File: config.mk
export PLATFORM = sky130hd
export DESIGN_NAME = takeoff_readiness_interlock_top_flat
export DESIGN_NICKNAME = d
export VERILOG_FILES = /design/src/sv/trilk_pkg.sv /design/src/sv/trilk_if.sv /design/src/sv/takeoff_readiness_interlock_top.sv /design/src/flat_wrapper.sv
export SDC_FILE = /design/constraint.sdc
export NUM_CORES = 1
export LEC_CHECK = 0
export ABC_AREA = 1
export ABC_CLOCK_PERIOD_IN_PS = 10000
export BUFFER_PORTS_ARGS = -buffer_cell sky130_fd_sc_hd__buf_2
export CELL_PAD_IN_SITES_DETAIL_PLACEMENT = 0
export CELL_PAD_IN_SITES_GLOBAL_PLACEMENT = 1
export CORE_MARGIN = 2
export CORE_UTILIZATION = 41
export CTS_BUF_LIST = sky130_fd_sc_hd__clkbuf_8 sky130_fd_sc_hd__clkbuf_16
export DETAILED_ROUTE_END_ITERATION = 7
export PLACE_DENSITY = 0.69
export SLEW_MARGIN = 20
export SYNTH_ARGS = -nofsm -noshare
export SYNTH_HDL_FRONTEND = slang
export SYNTH_SLANG_ARGS = --single-unit
File: constraint.sdc
create_clock -name clk -period 10 [get_ports clk]
set_clock_uncertainty 0.15 [all_clocks]
set_input_delay 0.5 -clock clk [delete_from_list [all_inputs] [get_ports clk]]
set_output_delay 0.5 -clock clk [all_outputs]
set_load 0.005 [all_outputs]
File: src/sv/trilk_pkg.sv
// ----------------------------------------------------------------------------
// trilk_pkg: shared types and codes of the takeoff readiness interlock
// Operation, reason, result kind and register index codes, plus payload types.
// ----------------------------------------------------------------------------
`default_nettype none

package trilk_pkg;

  localparam int NUM_INPUTS = 6;
  localparam int AGE_W      = 16;
  localparam int TOTAL_W    = 32;

  typedef logic [2:0]        op_t;
  typedef logic signed [15:0] sample_t;
  typedef logic [3:0]        reason_t;
  typedef logic [TOTAL_W-1:0] total_t;
  typedef logic [AGE_W-1:0]  age_t;
  typedef logic [2:0]        cfg_idx_t;
  typedef logic [15:0]       cfg_data_t;

  // operation codes
  localparam op_t OP_TICK      = 3'd0;
  localparam op_t OP_VEH_CHG   = 3'd1;
  localparam op_t OP_VEH_VALID = 3'd2;
  localparam op_t OP_BASE_CHG  = 3'd3;
  localparam op_t OP_BASE_VALID = 3'd4;
  localparam op_t OP_WIND      = 3'd5;
  localparam op_t OP_WIND_VALID = 3'd6;
  localparam op_t OP_REQUEST   = 3'd7;

  // reason codes, in priority order
  localparam reason_t RSN_READY        = 4'd0;
  localparam reason_t RSN_VEH_STALE    = 4'd1;
  localparam reason_t RSN_VEH_INVALID  = 4'd2;
  localparam reason_t RSN_VEH_LOW      = 4'd3;
  localparam reason_t RSN_BASE_STALE   = 4'd4;
  localparam reason_t RSN_BASE_INVALID = 4'd5;
  localparam reason_t RSN_BASE_LOW     = 4'd6;
  localparam reason_t RSN_WIND_STALE   = 4'd7;
  localparam reason_t RSN_WIND_INVALID = 4'd8;
  localparam reason_t RSN_WIND_HIGH    = 4'd9;
  localparam reason_t RSN_NONE         = 4'd10;

  // result kinds
  localparam logic KIND_DECISION = 1'b0;
  localparam logic KIND_STATUS   = 1'b1;

  // configuration register indexes
  localparam cfg_idx_t CFG_MIN_VEH    = 3'd0;
  localparam cfg_idx_t CFG_MIN_BASE   = 3'd1;
  localparam cfg_idx_t CFG_MAX_WIND   = 3'd2;
  localparam cfg_idx_t CFG_MAX_AGE    = 3'd3;
  localparam cfg_idx_t CFG_STAT_PER   = 3'd4;

  typedef struct packed {
    logic    result_kind;
    logic    ready_res;
    reason_t reason_code;
    total_t  approved_total;
    total_t  rejected_total;
    logic    last_of_run;
  } res_t;

endpackage

`default_nettype wire

File: src/sv/trilk_if.sv
// ----------------------------------------------------------------------------
// trilk_if: valid/ready channels of the takeoff readiness interlock
// Input item channel and result channel, each with source and sink modports.
// ----------------------------------------------------------------------------
`default_nettype none

interface trilk_in_if;
  logic              valid;
  logic              ready;
  trilk_pkg::op_t     operation;
  trilk_pkg::sample_t sample_value;

  modport source(output valid, output operation, output sample_value, input ready);
  modport sink(input valid, input operation, input sample_value, output ready);
endinterface

interface trilk_out_if;
  logic              valid;
  logic              ready;
  logic              result_kind;
  logic              ready_res;
  trilk_pkg::reason_t reason_code;
  trilk_pkg::total_t  approved_total;
  trilk_pkg::total_t  rejected_total;
  logic              last_of_run;

  modport source(output valid, output result_kind, output ready_res, output reason_code,
                 output approved_total, output rejected_total, output last_of_run,
                 input ready);
  modport sink(input valid, input result_kind, input ready_res, input reason_code,
               input approved_total, input rejected_total, input last_of_run,
               output ready);
endinterface

`default_nettype wire

File: src/sv/takeoff_readiness_interlock_top.sv
// ----------------------------------------------------------------------------
// takeoff_readiness_interlock_top: takeoff readiness safety interlock
// Tracks sensor freshness and limits, answers takeoff requests on each tick,
// and posts status results on period expiry or a change of readiness or reason.
// ----------------------------------------------------------------------------
// Items enter an input register and are worked from it in one pass.
// Sensor updates and requests are absorbed at one per cycle, unless a
// waiting tick holds the input register, and give no result. A tick computes
// the ages, the prioritized reason code and the decision and status results
// in that same pass and pushes up to two results into a two-entry result
// queue, which feeds the out_ch port one transfer per cycle while out_ch.ready
// is high. A tick is worked only when the queue is empty or its last entry
// leaves in that cycle, so back-pressure on the result port sets the tick
// rate. A result passes the input register and the result queue on its way
// to out_ch. Configuration is written through cfg_we/cfg_index/cfg_wdata and
// takes effect on the next worked tick; writes to unused indexes are dropped.
`default_nettype none

module takeoff_readiness_interlock_top #(
  parameter int COUNTER_BITS = 32
) (
  input  wire                    clk,
  input  wire                    rst_n,
  trilk_in_if.sink               in_ch,
  trilk_out_if.source            out_ch,
  input  wire                    cfg_we,
  input  wire trilk_pkg::cfg_idx_t  cfg_index,
  input  wire trilk_pkg::cfg_data_t cfg_wdata
);

  typedef logic [COUNTER_BITS-1:0] cnt_t;

  // configuration registers
  logic [9:0]       min_veh_r;
  logic [9:0]       min_base_r;
  logic [14:0]      max_wind_r;
  trilk_pkg::age_t  max_age_r;
  trilk_pkg::age_t  stat_per_r;

  // input register
  logic               iv_r;
  trilk_pkg::op_t     op_r;
  trilk_pkg::sample_t sv_r;

  // interlock state
  trilk_pkg::age_t    age_r  [trilk_pkg::NUM_INPUTS];
  logic [trilk_pkg::NUM_INPUTS-1:0] seen_r;
  trilk_pkg::sample_t veh_r;
  trilk_pkg::sample_t base_r;
  trilk_pkg::sample_t wind_r;
  logic [2:0]         vflags_r;
  logic               pend_r;
  logic               prev_ready_r;
  trilk_pkg::reason_t prev_reason_r;
  trilk_pkg::age_t    tss_r;
  cnt_t               appr_r;
  cnt_t               rej_r;

  // result queue, entry 0 is the head
  trilk_pkg::res_t    q_r [2];
  logic [1:0]         q_cnt_r;

  // tick computation
  trilk_pkg::age_t    age_inc [trilk_pkg::NUM_INPUTS];
  logic [trilk_pkg::NUM_INPUTS-1:0] fresh;
  trilk_pkg::age_t    tss_inc;
  trilk_pkg::reason_t reason;
  logic               ready;
  logic               stat_due;
  cnt_t               appr_nxt;
  cnt_t               rej_nxt;
  trilk_pkg::res_t    dec_res;
  trilk_pkg::res_t    stat_res;

  logic               pop;
  logic               q_room;
  logic               is_tick;
  logic               proc_fire;
  logic               tick_fire;
  logic               flag;

  // --------------------------------------------------------------------------
  // Handshakes: the input register refills whenever its item is worked.
  // --------------------------------------------------------------------------
  assign pop       = out_ch.valid && out_ch.ready;
  assign q_room    = (q_cnt_r == 2'd0) || (q_cnt_r == 2'd1 && pop);
  assign is_tick   = (op_r == trilk_pkg::OP_TICK);
  assign proc_fire = iv_r && (!is_tick || q_room);
  assign tick_fire = iv_r && is_tick && q_room;
  assign flag      = (sv_r != 16'sd0);

  assign in_ch.ready = !iv_r || proc_fire;

  always_ff @(posedge clk) begin
    if (!rst_n) begin
      iv_r <= 1'b0;
    end else if (in_ch.valid && in_ch.ready) begin
      iv_r <= 1'b1;
    end else if (proc_fire) begin
      iv_r <= 1'b0;
    end
  end

  always_ff @(posedge clk) begin
    if (in_ch.valid && in_ch.ready) begin
      op_r <= in_ch.operation;
      sv_r <= in_ch.sample_value;
    end
  end

  // --------------------------------------------------------------------------
  // Configuration registers
  // --------------------------------------------------------------------------
  always_ff @(posedge clk) begin
    if (!rst_n) begin
      min_veh_r  <= 10'd300;
      min_base_r <= 10'd150;
      max_wind_r <= 15'd400;
      max_age_r  <= 16'd30;
      stat_per_r <= 16'd10;
    end else if (cfg_we) begin
      case (cfg_index)
        trilk_pkg::CFG_MIN_VEH:  min_veh_r  <= cfg_wdata[9:0];
        trilk_pkg::CFG_MIN_BASE: min_base_r <= cfg_wdata[9:0];
        trilk_pkg::CFG_MAX_WIND: max_wind_r <= cfg_wdata[14:0];
        trilk_pkg::CFG_MAX_AGE:  max_age_r  <= cfg_wdata;
        trilk_pkg::CFG_STAT_PER: stat_per_r <= cfg_wdata;
        default: ;
      endcase
    end
  end

  // --------------------------------------------------------------------------
  // Tick pass: advance ages, form the reason code, build both results.
  // --------------------------------------------------------------------------
  always_comb begin
    for (int i = 0; i < trilk_pkg::NUM_INPUTS; i++) begin
      age_inc[i] = (age_r[i] != '1) ? age_r[i] + 16'd1 : age_r[i];
      fresh[i]   = seen_r[i] && (age_inc[i] <= max_age_r);
    end
    tss_inc = (tss_r != '1) ? tss_r + 16'd1 : tss_r;

    // stale, then invalid, then out of limits, vehicle first, wind last
    if (!fresh[0] || !fresh[1]) begin
      reason = trilk_pkg::RSN_VEH_STALE;
    end else if (!vflags_r[0]) begin
      reason = trilk_pkg::RSN_VEH_INVALID;
    end else if (veh_r < $signed({6'd0, min_veh_r})) begin
      reason = trilk_pkg::RSN_VEH_LOW;
    end else if (!fresh[2] || !fresh[3]) begin
      reason = trilk_pkg::RSN_BASE_STALE;
    end else if (!vflags_r[1]) begin
      reason = trilk_pkg::RSN_BASE_INVALID;
    end else if (base_r < $signed({6'd0, min_base_r})) begin
      reason = trilk_pkg::RSN_BASE_LOW;
    end else if (!fresh[4] || !fresh[5]) begin
      reason = trilk_pkg::RSN_WIND_STALE;
    end else if (!vflags_r[2]) begin
      reason = trilk_pkg::RSN_WIND_INVALID;
    end else if (wind_r[15] || (wind_r > $signed({1'b0, max_wind_r}))) begin
      reason = trilk_pkg::RSN_WIND_HIGH;
    end else begin
      reason = trilk_pkg::RSN_READY;
    end
    ready = (reason == trilk_pkg::RSN_READY);

    appr_nxt = appr_r;
    rej_nxt  = rej_r;
    if (pend_r) begin
      if (ready) begin
        if (appr_r != '1) appr_nxt = appr_r + 1'b1;
      end else begin
        if (rej_r != '1) rej_nxt = rej_r + 1'b1;
      end
    end

    stat_due = (tss_inc >= stat_per_r) || (ready != prev_ready_r) ||
               (reason != prev_reason_r);

    dec_res.result_kind    = trilk_pkg::KIND_DECISION;
    dec_res.ready_res      = ready;
    dec_res.reason_code    = reason;
    dec_res.approved_total = trilk_pkg::TOTAL_W'(appr_nxt);
    dec_res.rejected_total = trilk_pkg::TOTAL_W'(rej_nxt);
    dec_res.last_of_run    = !stat_due;

    stat_res             = dec_res;
    stat_res.result_kind = trilk_pkg::KIND_STATUS;
    stat_res.last_of_run = 1'b1;
  end

  // --------------------------------------------------------------------------
  // State update
  // --------------------------------------------------------------------------
  always_ff @(posedge clk) begin
    if (!rst_n) begin
      for (int i = 0; i < trilk_pkg::NUM_INPUTS; i++) begin
        age_r[i] <= '0;
      end
      seen_r        <= '0;
      veh_r         <= '0;
      base_r        <= '0;
      wind_r        <= '0;
      vflags_r      <= '0;
      pend_r        <= 1'b0;
      prev_ready_r  <= 1'b0;
      prev_reason_r <= trilk_pkg::RSN_NONE;
      tss_r         <= '1;
      appr_r        <= '0;
      rej_r         <= '0;
    end else if (tick_fire) begin
      for (int i = 0; i < trilk_pkg::NUM_INPUTS; i++) begin
        age_r[i] <= age_inc[i];
      end
      appr_r <= appr_nxt;
      rej_r  <= rej_nxt;
      pend_r <= 1'b0;
      if (stat_due) begin
        tss_r         <= '0;
        prev_ready_r  <= ready;
        prev_reason_r <= reason;
      end else begin
        tss_r <= tss_inc;
      end
    end else if (proc_fire) begin
      // restart the age of the updated input
      for (int i = 0; i < trilk_pkg::NUM_INPUTS; i++) begin
        if (op_r == 3'(i + 1)) begin
          age_r[i]  <= '0;
          seen_r[i] <= 1'b1;
        end
      end
      case (op_r)
        trilk_pkg::OP_VEH_CHG:    veh_r       <= sv_r;
        trilk_pkg::OP_VEH_VALID:  vflags_r[0] <= flag;
        trilk_pkg::OP_BASE_CHG:   base_r      <= sv_r;
        trilk_pkg::OP_BASE_VALID: vflags_r[1] <= flag;
        trilk_pkg::OP_WIND:       wind_r      <= sv_r;
        trilk_pkg::OP_WIND_VALID: vflags_r[2] <= flag;
        trilk_pkg::OP_REQUEST: begin
          if (flag) pend_r <= 1'b1;
        end
        default: ;
      endcase
    end
  end

  // --------------------------------------------------------------------------
  // Result queue: load on a worked tick, otherwise advance on each transfer.
  // --------------------------------------------------------------------------
  always_ff @(posedge clk) begin
    if (!rst_n) begin
      q_cnt_r <= 2'd0;
    end else if (tick_fire) begin
      q_cnt_r <= {1'b0, pend_r} + {1'b0, stat_due};
    end else if (pop) begin
      q_cnt_r <= q_cnt_r - 2'd1;
    end
  end

  always_ff @(posedge clk) begin
    if (tick_fire) begin
      q_r[0] <= pend_r ? dec_res : stat_res;
      q_r[1] <= stat_res;
    end else if (pop) begin
      q_r[0] <= q_r[1];
    end
  end

  assign out_ch.valid          = (q_cnt_r != 2'd0);
  assign out_ch.result_kind    = q_r[0].result_kind;
  assign out_ch.ready_res      = q_r[0].ready_res;
  assign out_ch.reason_code    = q_r[0].reason_code;
  assign out_ch.approved_total = q_r[0].approved_total;
  assign out_ch.rejected_total = q_r[0].rejected_total;
  assign out_ch.last_of_run    = q_r[0].last_of_run;

`ifndef SYNTH
  a_q_bound: assert property (@(posedge clk) disable iff (!rst_n)
    q_cnt_r != 2'd3)
    else $error("result queue count out of range");

  a_status_last: assert property (@(posedge clk) disable iff (!rst_n)
    out_ch.valid && out_ch.result_kind == trilk_pkg::KIND_STATUS |-> out_ch.last_of_run)
    else $error("status result not marked last of run");

  a_pair_order: assert property (@(posedge clk) disable iff (!rst_n)
    q_cnt_r == 2'd2 |-> !q_r[0].last_of_run && q_r[0].result_kind == trilk_pkg::KIND_DECISION
                        && q_r[1].result_kind == trilk_pkg::KIND_STATUS)
    else $error("two queued results not a decision then a status");

  a_ready_reason: assert property (@(posedge clk) disable iff (!rst_n)
    out_ch.valid |-> out_ch.ready_res == (out_ch.reason_code == trilk_pkg::RSN_READY))
    else $error("ready flag disagrees with reason code");

  a_pend_clear: assert property (@(posedge clk) disable iff (!rst_n)
    tick_fire |=> !pend_r)
    else $error("request still pending after a worked tick");
`endif

endmodule

`default_nettype wire

File: src/flat_wrapper.sv
// flat-port wrapper written by rule: the top's interface ports become plain ports
module takeoff_readiness_interlock_top_flat 
#(
  parameter int COUNTER_BITS = 32
)
  (clk, rst_n, cfg_we, cfg_index, cfg_wdata, in_ch_valid, in_ch_operation, in_ch_sample_value, in_ch_ready, out_ch_valid, out_ch_result_kind, out_ch_ready_res, out_ch_reason_code, out_ch_approved_total, out_ch_rejected_total, out_ch_last_of_run, out_ch_ready);
  trilk_in_if in_ch_i ();
  trilk_out_if out_ch_i ();
  input  wire clk;
  input  wire rst_n;
  input  wire cfg_we;
  input  wire trilk_pkg::cfg_idx_t cfg_index;
  input  wire trilk_pkg::cfg_data_t cfg_wdata;
  input wire logic [$bits(in_ch_i.valid)-1:0] in_ch_valid;
  input wire logic [$bits(in_ch_i.operation)-1:0] in_ch_operation;
  input wire logic [$bits(in_ch_i.sample_value)-1:0] in_ch_sample_value;
  output wire logic [$bits(in_ch_i.ready)-1:0] in_ch_ready;
  output wire logic [$bits(out_ch_i.valid)-1:0] out_ch_valid;
  output wire logic [$bits(out_ch_i.result_kind)-1:0] out_ch_result_kind;
  output wire logic [$bits(out_ch_i.ready_res)-1:0] out_ch_ready_res;
  output wire logic [$bits(out_ch_i.reason_code)-1:0] out_ch_reason_code;
  output wire logic [$bits(out_ch_i.approved_total)-1:0] out_ch_approved_total;
  output wire logic [$bits(out_ch_i.rejected_total)-1:0] out_ch_rejected_total;
  output wire logic [$bits(out_ch_i.last_of_run)-1:0] out_ch_last_of_run;
  input wire logic [$bits(out_ch_i.ready)-1:0] out_ch_ready;
  assign in_ch_i.valid = in_ch_valid;
  assign in_ch_i.operation = in_ch_operation;
  assign in_ch_i.sample_value = in_ch_sample_value;
  assign in_ch_ready = in_ch_i.ready;
  assign out_ch_valid = out_ch_i.valid;
  assign out_ch_result_kind = out_ch_i.result_kind;
  assign out_ch_ready_res = out_ch_i.ready_res;
  assign out_ch_reason_code = out_ch_i.reason_code;
  assign out_ch_approved_total = out_ch_i.approved_total;
  assign out_ch_rejected_total = out_ch_i.rejected_total;
  assign out_ch_last_of_run = out_ch_i.last_of_run;
  assign out_ch_i.ready = out_ch_ready;
  takeoff_readiness_interlock_top #(.COUNTER_BITS(COUNTER_BITS)) u_core (.clk(clk), .rst_n(rst_n), .in_ch(in_ch_i), .out_ch(out_ch_i), .cfg_we(cfg_we), .cfg_index(cfg_index), .cfg_wdata(cfg_wdata));
endmodule
---- Word level (Yosys, flattened, before mapping) ----
Memory sizes are Yosys's and may differ from the RTL's.
Cells that the tools add are included.
Widths: inputs -> output; s select.
storage, ports and cells
  register bits ........................... 232
  bits in writable memories ............... 238
  bits of input ports ..................... 43
  memories ................................ 2
  output and inout bits ................... 73
  word-level logic and storage cells ...... 219
memories
  memory        words  bits a word  rd ports  clocked after Yosys merged registers in  write ports  RTL line                               text
  u_core.q_r    2      71           2         0                                        2            takeoff_readiness_interlock_top.sv:60  trilk_pkg::res_t q_r [2];
  u_core.age_r  6      16           6         0                                        6            takeoff_readiness_interlock_top.sv:46  trilk_pkg::age_t age_r [trilk_pkg::NUM_INPUTS];
cells by class
  add/subtract/negate cells ............... 11
  mux-type cells .......................... 79
  equality and inequality tests ........... 23
  reduce and logical (&&, ||, !) cells .... 52
  bitwise logic cells ..................... 15
  magnitude comparators ................... 10
operators by type and width
  operator               number
  $mux 16                20
  $mux 32                6
  $mux 71                2
  $add 16x1->16 const B  7
  $ne 16x16->1 const B   7
  $le 16x16->1           6
  $add 32x1->32 const B  2
  $ne 32x32->1 const B   2
  $mux 1                 40
  $mux 4                 9
  $lt 16x11->1           2
  $reduce_and 3->1       7
  $ge 16x16->1           1
  $gt 16x16->1           1
  $reduce_bool 16->1     1
  $eq 3x3->1 const B     5
  $or 1x1->1             13
  $eq 3x2->1 const B     4
  $logic_and 1x1->1      12
  $reduce_and 2->1       6
  $logic_not 1->1        9
  $logic_or 1x1->1       9
  $eq 3x1->1 const B     2
  $logic_not 3->1        2
  other kinds (11)       15

---- Longest topological paths before layout ----
Gate-level depths: netlist of run 1.
An unclocked memory read counts as a cell.
  depth after elaboration ................. 21
  depth in mapped cells ................... 40
  mapped depth without buffers ............ 39

---- Worst setup path before layout of run 1 ----
OpenSTA, ideal clock, no wires.
  path kind ............................... reg2reg
  start ................................... memory u_core.age_r[2][0] (netlist bit)
  end ..................................... register u_core.q_cnt_r[0]
  path buffers ............................ 2
  data required time ...................... 9.734 ns
  clock period less this slack ............ 4.510 ns
  stages on the path, launching flop included .. 33
  arrival ................................. 4.244 ns
  slack ................................... 5.490 ns
  library setup time ...................... 0.116 ns
  path through ............................ edfxtp_1 -> ha_1 -> inv_1 -> nor3_1 -> nand2_1 -> nor2_1 -> clkinv_1 -> clkbuf_1 -> nand2_1 -> ha_1 -> nand2_1 -> inv_1 -> o21ai_1 -> a21oi_1 -> nor2_1 -> nand2_1 -> nand2_1 -> nand3_1 -> nor2_1 -> nand2_1 -> nand3_1 -> nand2_2 -> inv_2 -> nor2_2 -> nand2_4 -> buf_6 -> nand2_2 -> nand2_4 -> nand2_4 -> ha_1 -> o2bb2ai_1 -> o21ai_0 -> inv_1
RTL lines
  element               RTL line                                text
  start, declared       takeoff_readiness_interlock_top.sv:46
  end signal, assigned  takeoff_readiness_interlock_top.sv:255  q_cnt_r <= {1'b0, pend_r} + {1'b0, stat_due};
  end signal, assigned  takeoff_readiness_interlock_top.sv:257  q_cnt_r <= q_cnt_r - 2'd1;
  end, declared         takeoff_readiness_interlock_top.sv:61   logic [1:0] q_cnt_r;

==> results.cfg, run 1 <==
[detailed_routing]
vias = 20400
drt_wl_total_um = 66500
wl_per_cell_um = 16.6
postRouteAntennaNets = 0
drc = 0
drtIter0Drc = 1199
drtPass1Iterations = 5
routed_via_density = 5.09

[worst_setup_path]
worstReg2RegEnd = u_core.q_cnt_r[0]
startpoint = u_core.age_r[2][0]
critPathArrivalTime_ps = 6070
crit_end = u_core.q_cnt_r[0]
reg2reg_slack_ps = 4300
crit_fanout = 18
crit_top_cell = nand2_1
slowest_delay_ps = 490
ff2ff_path_depth = 30
crit_path_end_kind = register
r2r_start = u_core.age_r[2][0]
crit_slowest_cell = clkinv_1
worstSetupPathType = reg2reg
critPathLaunchType = register
worstPathRequired_ps = 10360

[clocking]
cts_tree = yes
clkSlewWorstSetupHoldPaths_ps = 60
cts_buffers = 54
h-tree-depth = 2
cts_setup_buffers = 0
cts.sinks = 468
clkLatencyLatePin_ps = 620
clock-root-buffer = clkbuf_16
cts.path.max_buffers = 3

[power]
ir_drop_v = 0.000128
p_leak_nw = 12.2
power.density_nw_per_um2 = 164

[yosys]
synth_top_area_share_pct = 30.4
async_flop_share_pct = 0
postSynthAreaPerCell_sq_um = 8.21
synth_area_leaders = edfxtp_1 (30%), dfxtp_1 (17%), nand2_1 (11%)
netlist_area_sq_um = 25200
synth_nets = 3270
synthFlopType = edfxtp_1
ys_seq_elements = 468
yosysTopAreaCell = edfxtp_1
ys_seq_area_share_pct = 47.3
ys_warn_count = 0
synth-edff-count = 255
syn_inst = 3069
yosys.cell_types.count = 56

[timing]
post-route-min-period_ps = 5700
report.final.slew_viol_count = 0
finalSetupViolations = 0
setup_tns_ps = 0
max-slew-margin-rel_pct = 30.4
grt_setup_unrepaired = false
fmaxAchievable_mhz = 175
final_hold_viol_count = 0
fin_hold_ws_ps = 89.3
post-route-period-util_pct = 57.0
worstMarginPinSlew_ps = 1040

[floorplanning]
die_h_um = 252
die_area_sq_um = 63500
num_rows = 90
core_sq_um = 60600
io_pins = 116
fp.dieW_um = 252
start_util_pct = 41.6

[placed_design]
place_congestion = 0.840
dp.cells = 3889
numPortBuffers = 115
dp_hpwl_um = 46400

[layout]
final_common_cell = nand2_1
diodes = 0
area_growth_pct = 13.6
nets = 3384
drive_gt1_share_pct = 8.76
fin_cells = 4011
layout_common_cells = nand2_1 (734), inv_1 (392), edfxtp_1 (255), nor2_1 (252), a21oi_1 (248)

[grt]
grt.overflow.total = 0
grt_pass1_wl_um = 107000
grt_pass1_vias = 20100
antenna_found_initial = 0
grt_start_max_net_pins = 99
track_usage_pct = 21.2

[min_path]
hp-class = in2reg

[job]
maxCapViolCount = 0

[status]
status = finished clean
[final cells by class]
| class | instances | area (sq um) |
|---|---|---|
| Sequential cell | 468 | 11900 |
| Timing Repair Buffer | 148 | 877 |
| Multi-Input combinational cell | 2109 | 11400 |
| Clock inverter | 42 | 483 |
| Clock buffer | 60 | 1460 |
| Tap cell | 782 | 978 |
| Inverter | 402 | 1510 |
| Fill cell | 5918 | 31900 |
[cell usage after synthesis, types with 3 or more instances]
master	n
nand2_1	735
inv_1	388
edfxtp_1	255
nor2_1	254
a21oi_1	248
dfxtp_1	213
o21ai_0	161
ha_1	158
nand3_1	141
nor3_1	97
xor2_1	76
clkbuf_1	74
nand4_1	40
nor4_1	27
o211ai_1	14
o22ai_1	14
o21ai_1	13
a22oi_1	12
xnor2_1	12
and2_1	10
inv_2	10
a31oi_1	9
buf_1	8
nand2_2	8
o21a_1	8
a211oi_1	7
nor2_2	7
buf_6	5
nor2_4	5
nor3_2	5
xor2_2	5
and2_4	4
clkinv_1	4
o21bai_1	4
or2_2	4
nand2_4	3
or4_1	3
[state kept, by name, summed over array words and instances (netlist names), 32 cells and up]
signal / flops
u_core.age_r: 96
u_core.q_r: 140
u_core.rej_r: 32
u_core.appr_r: 32
[critical path: cells and delay by family, from the launching register on]
family	cells	cell delay, ps
fa+ha+maj	3	830
compound gates	5	730
flops	1	430
simple gates	17	2740
buf+inv	5	730
[power breakdown]
group	switching [mW]	internal, mW
logic	0.294	0.142
clock network	0.827	1.31
registers	0.0381	2.10
[logic make-up (layout without fill, tap and decap cells)]
family,count (synthesis),in the layout,share of synthesized area (%)
flops,468,468,47.3
buf+inv,492,652,7.50
mux,1,1,0.0397
simple gates,1355,1355,23.1
fa+ha+maj,158,158,7.84
xor+xnor,95,95,3.51
compound gates,500,500,10.7
[through the flow]
step / utilization, % / setup WS [ps] / cell area, sq um / power (mW)
after floorplan: - / 5490 / 25200 / 2.46
after global placement: 43.7 / 4480 / 26500 / 2.61
after detailed placement: 43.7 / 4230 / 26500 / 2.62
after CTS: 47.3 / 4240 / 28600 / 4.77
after global routing: 47.3 / 3570 / 28600 / 4.91
final: 47.3 / 4300 / 28600 / 4.71
[worst min-delay path by stage]
stage                           startpoint                    to  slack (ps)  cells after the start
final                         cfg_wdata[3]   u_core.min_veh_r[3]          90                      3
after global routing          cfg_wdata[8]   u_core.min_veh_r[8]          80                      3
after CTS                    cfg_wdata[15]  u_core.max_age_r[15]          30                      3
after detailed placement  u_core.seen_r[5]      u_core.seen_r[5]         290                      2
after global placement    u_core.seen_r[0]      u_core.seen_r[0]         290                      2
after floorplan           u_core.rej_r[23]      u_core.rej_r[23]         280                      2
[routing by layer]
layer	share of wire, %	global-route usage [%]	vias up	wire length (um)
met4	1.7	5.19	0	1150
met3	3.3	2.22	69	2180
li1	-	-	10400	-
met1	48	28.7	9554	31800
met2	47	36.2	343	31400
met5	0	0	-	0
[what timing repair did]
| action | 4_1_cts | 5_1_grt |
|---|---|---|
| gates resized for setup | 0 | 0 |
| hold buffers | 20 | 0 |
| endpoints found under the hold margin | 20 | 0 |
Power figures use the tool's default switching activity.
==> inputs of run 2 (changes only) <==
Settings changed: ABC_CLOCK_PERIOD_IN_PS 10000 to 4600, PLACE_DENSITY 0.69 to 0.72.
Clock period 10 ns to 4.6 ns, I/O delays scaled along.
==> results.cfg, run 2 (same netlist as run 1, synthesis figures left out) <==
[detailed_routing]
drtIter0Drc = 1343
drc = 0
drtPass1Iterations = 5
routed_via_density = 5.18
drt_wl_total_um = 70900
wl_per_cell_um = 17.0
vias = 21600
postRouteAntennaNets = 0

[floorplanning]
io_pins = 116
num_rows = 90
core_sq_um = 60600
die_area_sq_um = 63500
fp.dieW_um = 252
start_util_pct = 41.6
die_h_um = 252

[worst_setup_path]
worstPathBufferInverterCount = 7
worstPathRequired_ps = 4810
critPathArrivalTime_ps = 4900
crit_slowest_cell = edfxtp_1
worstSetupPathType = reg2reg
slowest_delay_ps = 380
crit_fanout = 7
critPathLaunchType = register
crit_path_end_kind = register
critical-path-top-delay-family = simple AND/OR/NAND/NOR gates

[timing]
report.final.slew_viol_count = 0
worstMarginPinSlew_ps = 1110
final_hold_viol_count = 0
max-slew-margin-rel_pct = 25.2
grt_setup_unrepaired = true
finalSetupViolations = 16
fmaxAchievable_mhz = 214
post-route-min-period_ps = 4680
setup_tns_ps = -696
post-route-period-util_pct = 102
setup_ws_ps = -81.7

[grt]
antenna_found_initial = 4
grt_pass1_vias = 20700
grt_pass1_wl_um = 109000
track_usage_pct = 21.5
grt.overflow.total = 0
grt_start_max_net_pins = 98

[layout]
nets = 3536
final_util_pct = 52.4
final_common_cell = nand2_1
drive_gt1_share_pct = 20.1
top_regs = u_core.q_r x140, u_core.age_r x96
largest-register = u_core.q_r
largest_reg_flops = 140
area_growth_pct = 26.0
layout_common_cells = nand2_1 (645), inv_1 (375), edfxtp_1 (255), a21oi_1 (245), nor2_1 (226)
fin_cells = 4163

[job]
maxCapViolCount = 0

[clocking]
cts.path.max_buffers = 3
clkLatencyLatePin_ps = 620
clkSlewWorstSetupHoldPaths_ps = 60
h-tree-depth = 2
cts_tree = yes
cts_buffers = 53
cts.sinks = 468
clock-root-buffer = clkbuf_16

[placed_design]
numPortBuffers = 115
place_worst_setup_slack_ps = -278
dp.cells = 3970
place_congestion = 0.839
dp_hpwl_um = 48100

[power]
p_leak_nw = 13.4
power_mw = 9.91
power.density_nw_per_um2 = 312
ir_drop_v = 0.000336

[min_path]
hp-class = in2reg

[status]
status = finished with violations
violations = negative setup slack
==> run 2: cell types whose count changed in the layout (fill, tap and decap cells not counted), sizes merged <==
cell | before | now
buf | 128 | 252
bufinv | 10 | 3
clkbuf | 60 | 66
clkinvlp | 0 | 4
diode | 0 | 1
dlygate4sd3 | 20 | 44
==> run 2: report_power, final <==
part	internal, mW	leakage (nW)	switching [mW]
Sequential	4.57	4.17	0.0882
Combinational	0.354	8.32	0.684
Clock	2.41	0.887	1.80
Total	7.33	13.4	2.57
==> run 2: final cells by class <==
type / count / area (sq um)
antenna: 1 / 2.50
sequential: 468 / 11900
timing repair buffer: 301 / 2460
fill: 5651 / 28800
tap: 782 / 978
multi-input combinational: 2109 / 13100
clock buffer: 61 / 1440
clock inverter: 39 / 298
inverter: 402 / 1520
==> run 2: layer usage <==
layer / up-vias / wire length (um) / global-route usage (%)
met3: 115 / 3220 / 2.76
li1: 10800 / - / -
met2: 508 / 33800 / 36.7
met4: 4 / 2070 / 7.02
met5: - / 27 / 0
met1: 10200 / 31800 / 28.3
==> run 2: worst reg2reg max path: cells and delay by family (launching register included) <==
kind                       cells  cell delay (ps)
and+or+nand+nor               20             2210
buffers and inverters          7              830
adders and majority gates      2              440
DFF                            1              380
AOI/OAI and AO/OA              2              240
xor gates and xnor gates       1              210
==> run 2: final timing paths <==
| kind | to | cells past startpoint | start | slack (ps) |
|---|---|---|---|---|
| max | u_core.q_r[0][12] | 32 | u_core.age_r[2][1] | -80 |
| min | u_core.base_r[5] | 3 | rst_n | 90 |
| max reg2reg | u_core.q_r[0][12] | 32 | u_core.age_r[2][1] | -80 |
| min reg2reg | u_core.seen_r[5] | 2 | u_core.seen_r[5] | 300 |
==> run 2: per-stage QoR <==
step                instance area [sq um]  hold WS [ps]
floorplan                           25200           179
global placement                    27100           257
detailed placement                  27100           258
CTS                                 29400          49.9
global route                        31800           102
finish                              31800          92.8
==> run 2: repair_timing <==
item                       in CTS  in global routing
buffers inserted                1                 44
gates cloned                    0                  6
hold endpoints to repair       97                  0
pin swaps                       1                109
setup endpoints to repair     180                216
hold buffers                   44                  0
resized for setup              14                449
==> inputs of run 3 (changes only) <==
Settings changed: ABC_CLOCK_PERIOD_IN_PS 4600 to 6000, PLACE_DENSITY 0.72 to 0.69.
Clock period 4.6 ns to 6 ns, I/O delays scaled along.
==> results.cfg, run 3 (same netlist as run 1, synthesis figures left out) <==
[layout]
final_util_pct = 47.2
layout_common_cells = nand2_1 (734), inv_1 (400), edfxtp_1 (255), nor2_1 (250), a21oi_1 (248)
largest_reg_flops = 140
diodes = 0
nets = 3413
top_regs = u_core.q_r x140, u_core.age_r x96
final_common_cell = nand2_1
largest-register = u_core.q_r
drive_gt1_share_pct = 8.61
area_growth_pct = 13.6

[grt]
grt.overflow.total = 0
grt_start_max_net_pins = 98
track_usage_pct = 21.6
grt_pass1_vias = 20100
antenna_found_initial = 0
grt_pass1_wl_um = 109000

[floorplanning]
io_pins = 116
die_h_um = 252
start_util_pct = 41.6
num_rows = 90
core_sq_um = 60600
die_area_sq_um = 63500
fp.dieW_um = 252

[clocking]
clock-root-buffer = clkbuf_16
cts_buffers = 53
h-tree-depth = 2
cts.path.max_buffers = 3
cts.sinks = 468
clkSlewWorstSetupHoldPaths_ps = 50
clkLatencyLatePin_ps = 620
cts_tree = yes

[power]
power.density_nw_per_um2 = 258
ir_drop_v = 0.000210
clkPwrFrac_pct = 41.5
p_sw_share_pct = 25.8
power_switching_mw = 1.90
intPower_mw = 5.47
p_leak_nw = 12.2
seq_power_share_pct = 48.4
comb_power_share_pct = 10.1

[worst_setup_path]
worstPathRequired_ps = 6360
crit_fanout = 17
critPathLaunchType = register
slowest_delay_ps = 430
worstSetupPathType = reg2reg
crit_slowest_cell = edfxtp_1
crit_path_end_kind = register
critPathArrivalTime_ps = 5690
crit_top_cell = nor2_1

[detailed_routing]
vias = 20600
wl_met2_um = 32300
wl_met1_um = 32000
drt_wl_total_um = 67900
postRouteAntennaNets = 0
drtPass1Iterations = 5
drc = 0
wl_met3_um = 2230
wl_per_cell_um = 16.8
drtIter0Drc = 1222
dr.max_layer_used = met4
routed_via_density = 5.11

[placed_design]
dp_hpwl_um = 47200
place_congestion = 0.861
numPortBuffers = 115

[status]
status = finished clean

[timing]
post-route-period-util_pct = 88.8
post-route-min-period_ps = 5330
fmaxAchievable_mhz = 188
max-slew-margin-rel_pct = 26.9
report.final.slew_viol_count = 0
grt_setup_unrepaired = false
fin_hold_ws_ps = 83.6
worstMarginPinSlew_ps = 1100
setup_tns_ps = 0
final_hold_viol_count = 0
finalSetupViolations = 0

[min_path]
hp-class = in2reg

[job]
maxCapViolCount = 0
## run 3: cell types whose count changed in the layout (fill, tap and decap cells not counted), moves of 25 or more
cell,change
nand2_2,-52
inv_1,+25
nand3_2,-28
o21ai_1,-28
nand3_1,+42
o21ai_0,+47
nand2_4,-28
nand2_1,+89
buf_4,-79
## run 3: per-layer routing
layer | vias to the layer above | GRT usage, %
met5 | - | 0
met4 | 0 | 5.65
met1 | 9653 | 28.8
met3 | 84 | 2.34
met2 | 372 | 37.2
li1 | 10500 | -
## run 3: worst max-delay path, delay by kind of cell (launching register included)
| family | cells | cell delay (ps) |
|---|---|---|
| adder cells (fa/ha/maj) | 3 | 810 |
| flip-flops | 1 | 430 |
| buffers and inverters | 4 | 260 |
| AND/OR/NAND/NOR | 21 | 3240 |
| AO/OA/AOI/OAI | 2 | 320 |
## run 3: worst paths after layout
| check | to | slack, ps | depth (start not counted) | startpoint |
|---|---|---|---|---|
| max reg2reg | u_core.q_cnt_r[0] | 670 | 30 | u_core.age_r[2][0] |
| min | u_core.iv_r | 80 | 4 | out_ch_ready |
| min reg2reg | u_core.veh_r[4] | 300 | 2 | u_core.veh_r[4] |
| max | u_core.q_cnt_r[0] | 670 | 30 | u_core.age_r[2][0] |
## run 3: area by class of cell
class,count,area (sq um)
tap,782,978
timing repair buffer,178,1170
fill,5877,32000
sequential,468,11900
clock inverter,34,176
clock buffer,62,1450
multi-input combinational,2109,11400
inverter,402,1510
## run 3: metrics by stage
step                      worst slack (ps)  area [sq um]  power (mW)  std cells
after floorplan                       1490         25200        4.10       3069
after global placement                 753         26500        4.35       3894
after detailed placement               674         26500        4.36       3894
after CTS                              667         28600        7.48       4035
after global routing                  1.06         28600        7.70       4035
final                                  671         28600        7.37       4035
## run 3: power groups by stage
| stage | Clock, mW | Sequential, mW | Combinational (mW) |
|---|---|---|---|
| floorplan | 0 | 3.62 | 0.474 |
| finish | 3.06 | 3.57 | 0.746 |
| detailed placement | 0 | 3.64 | 0.729 |
| global route | 3.26 | 3.58 | 0.856 |
| CTS | 3.15 | 3.57 | 0.754 |
| global placement | 0 | 3.63 | 0.717 |
## run 3: repair_timing
item,in CTS,in global routing
hold buffers,45,0
buffers inserted,0,0
setup endpoints to repair,0,1
hold endpoints to repair,87,0
resized for setup,0,2
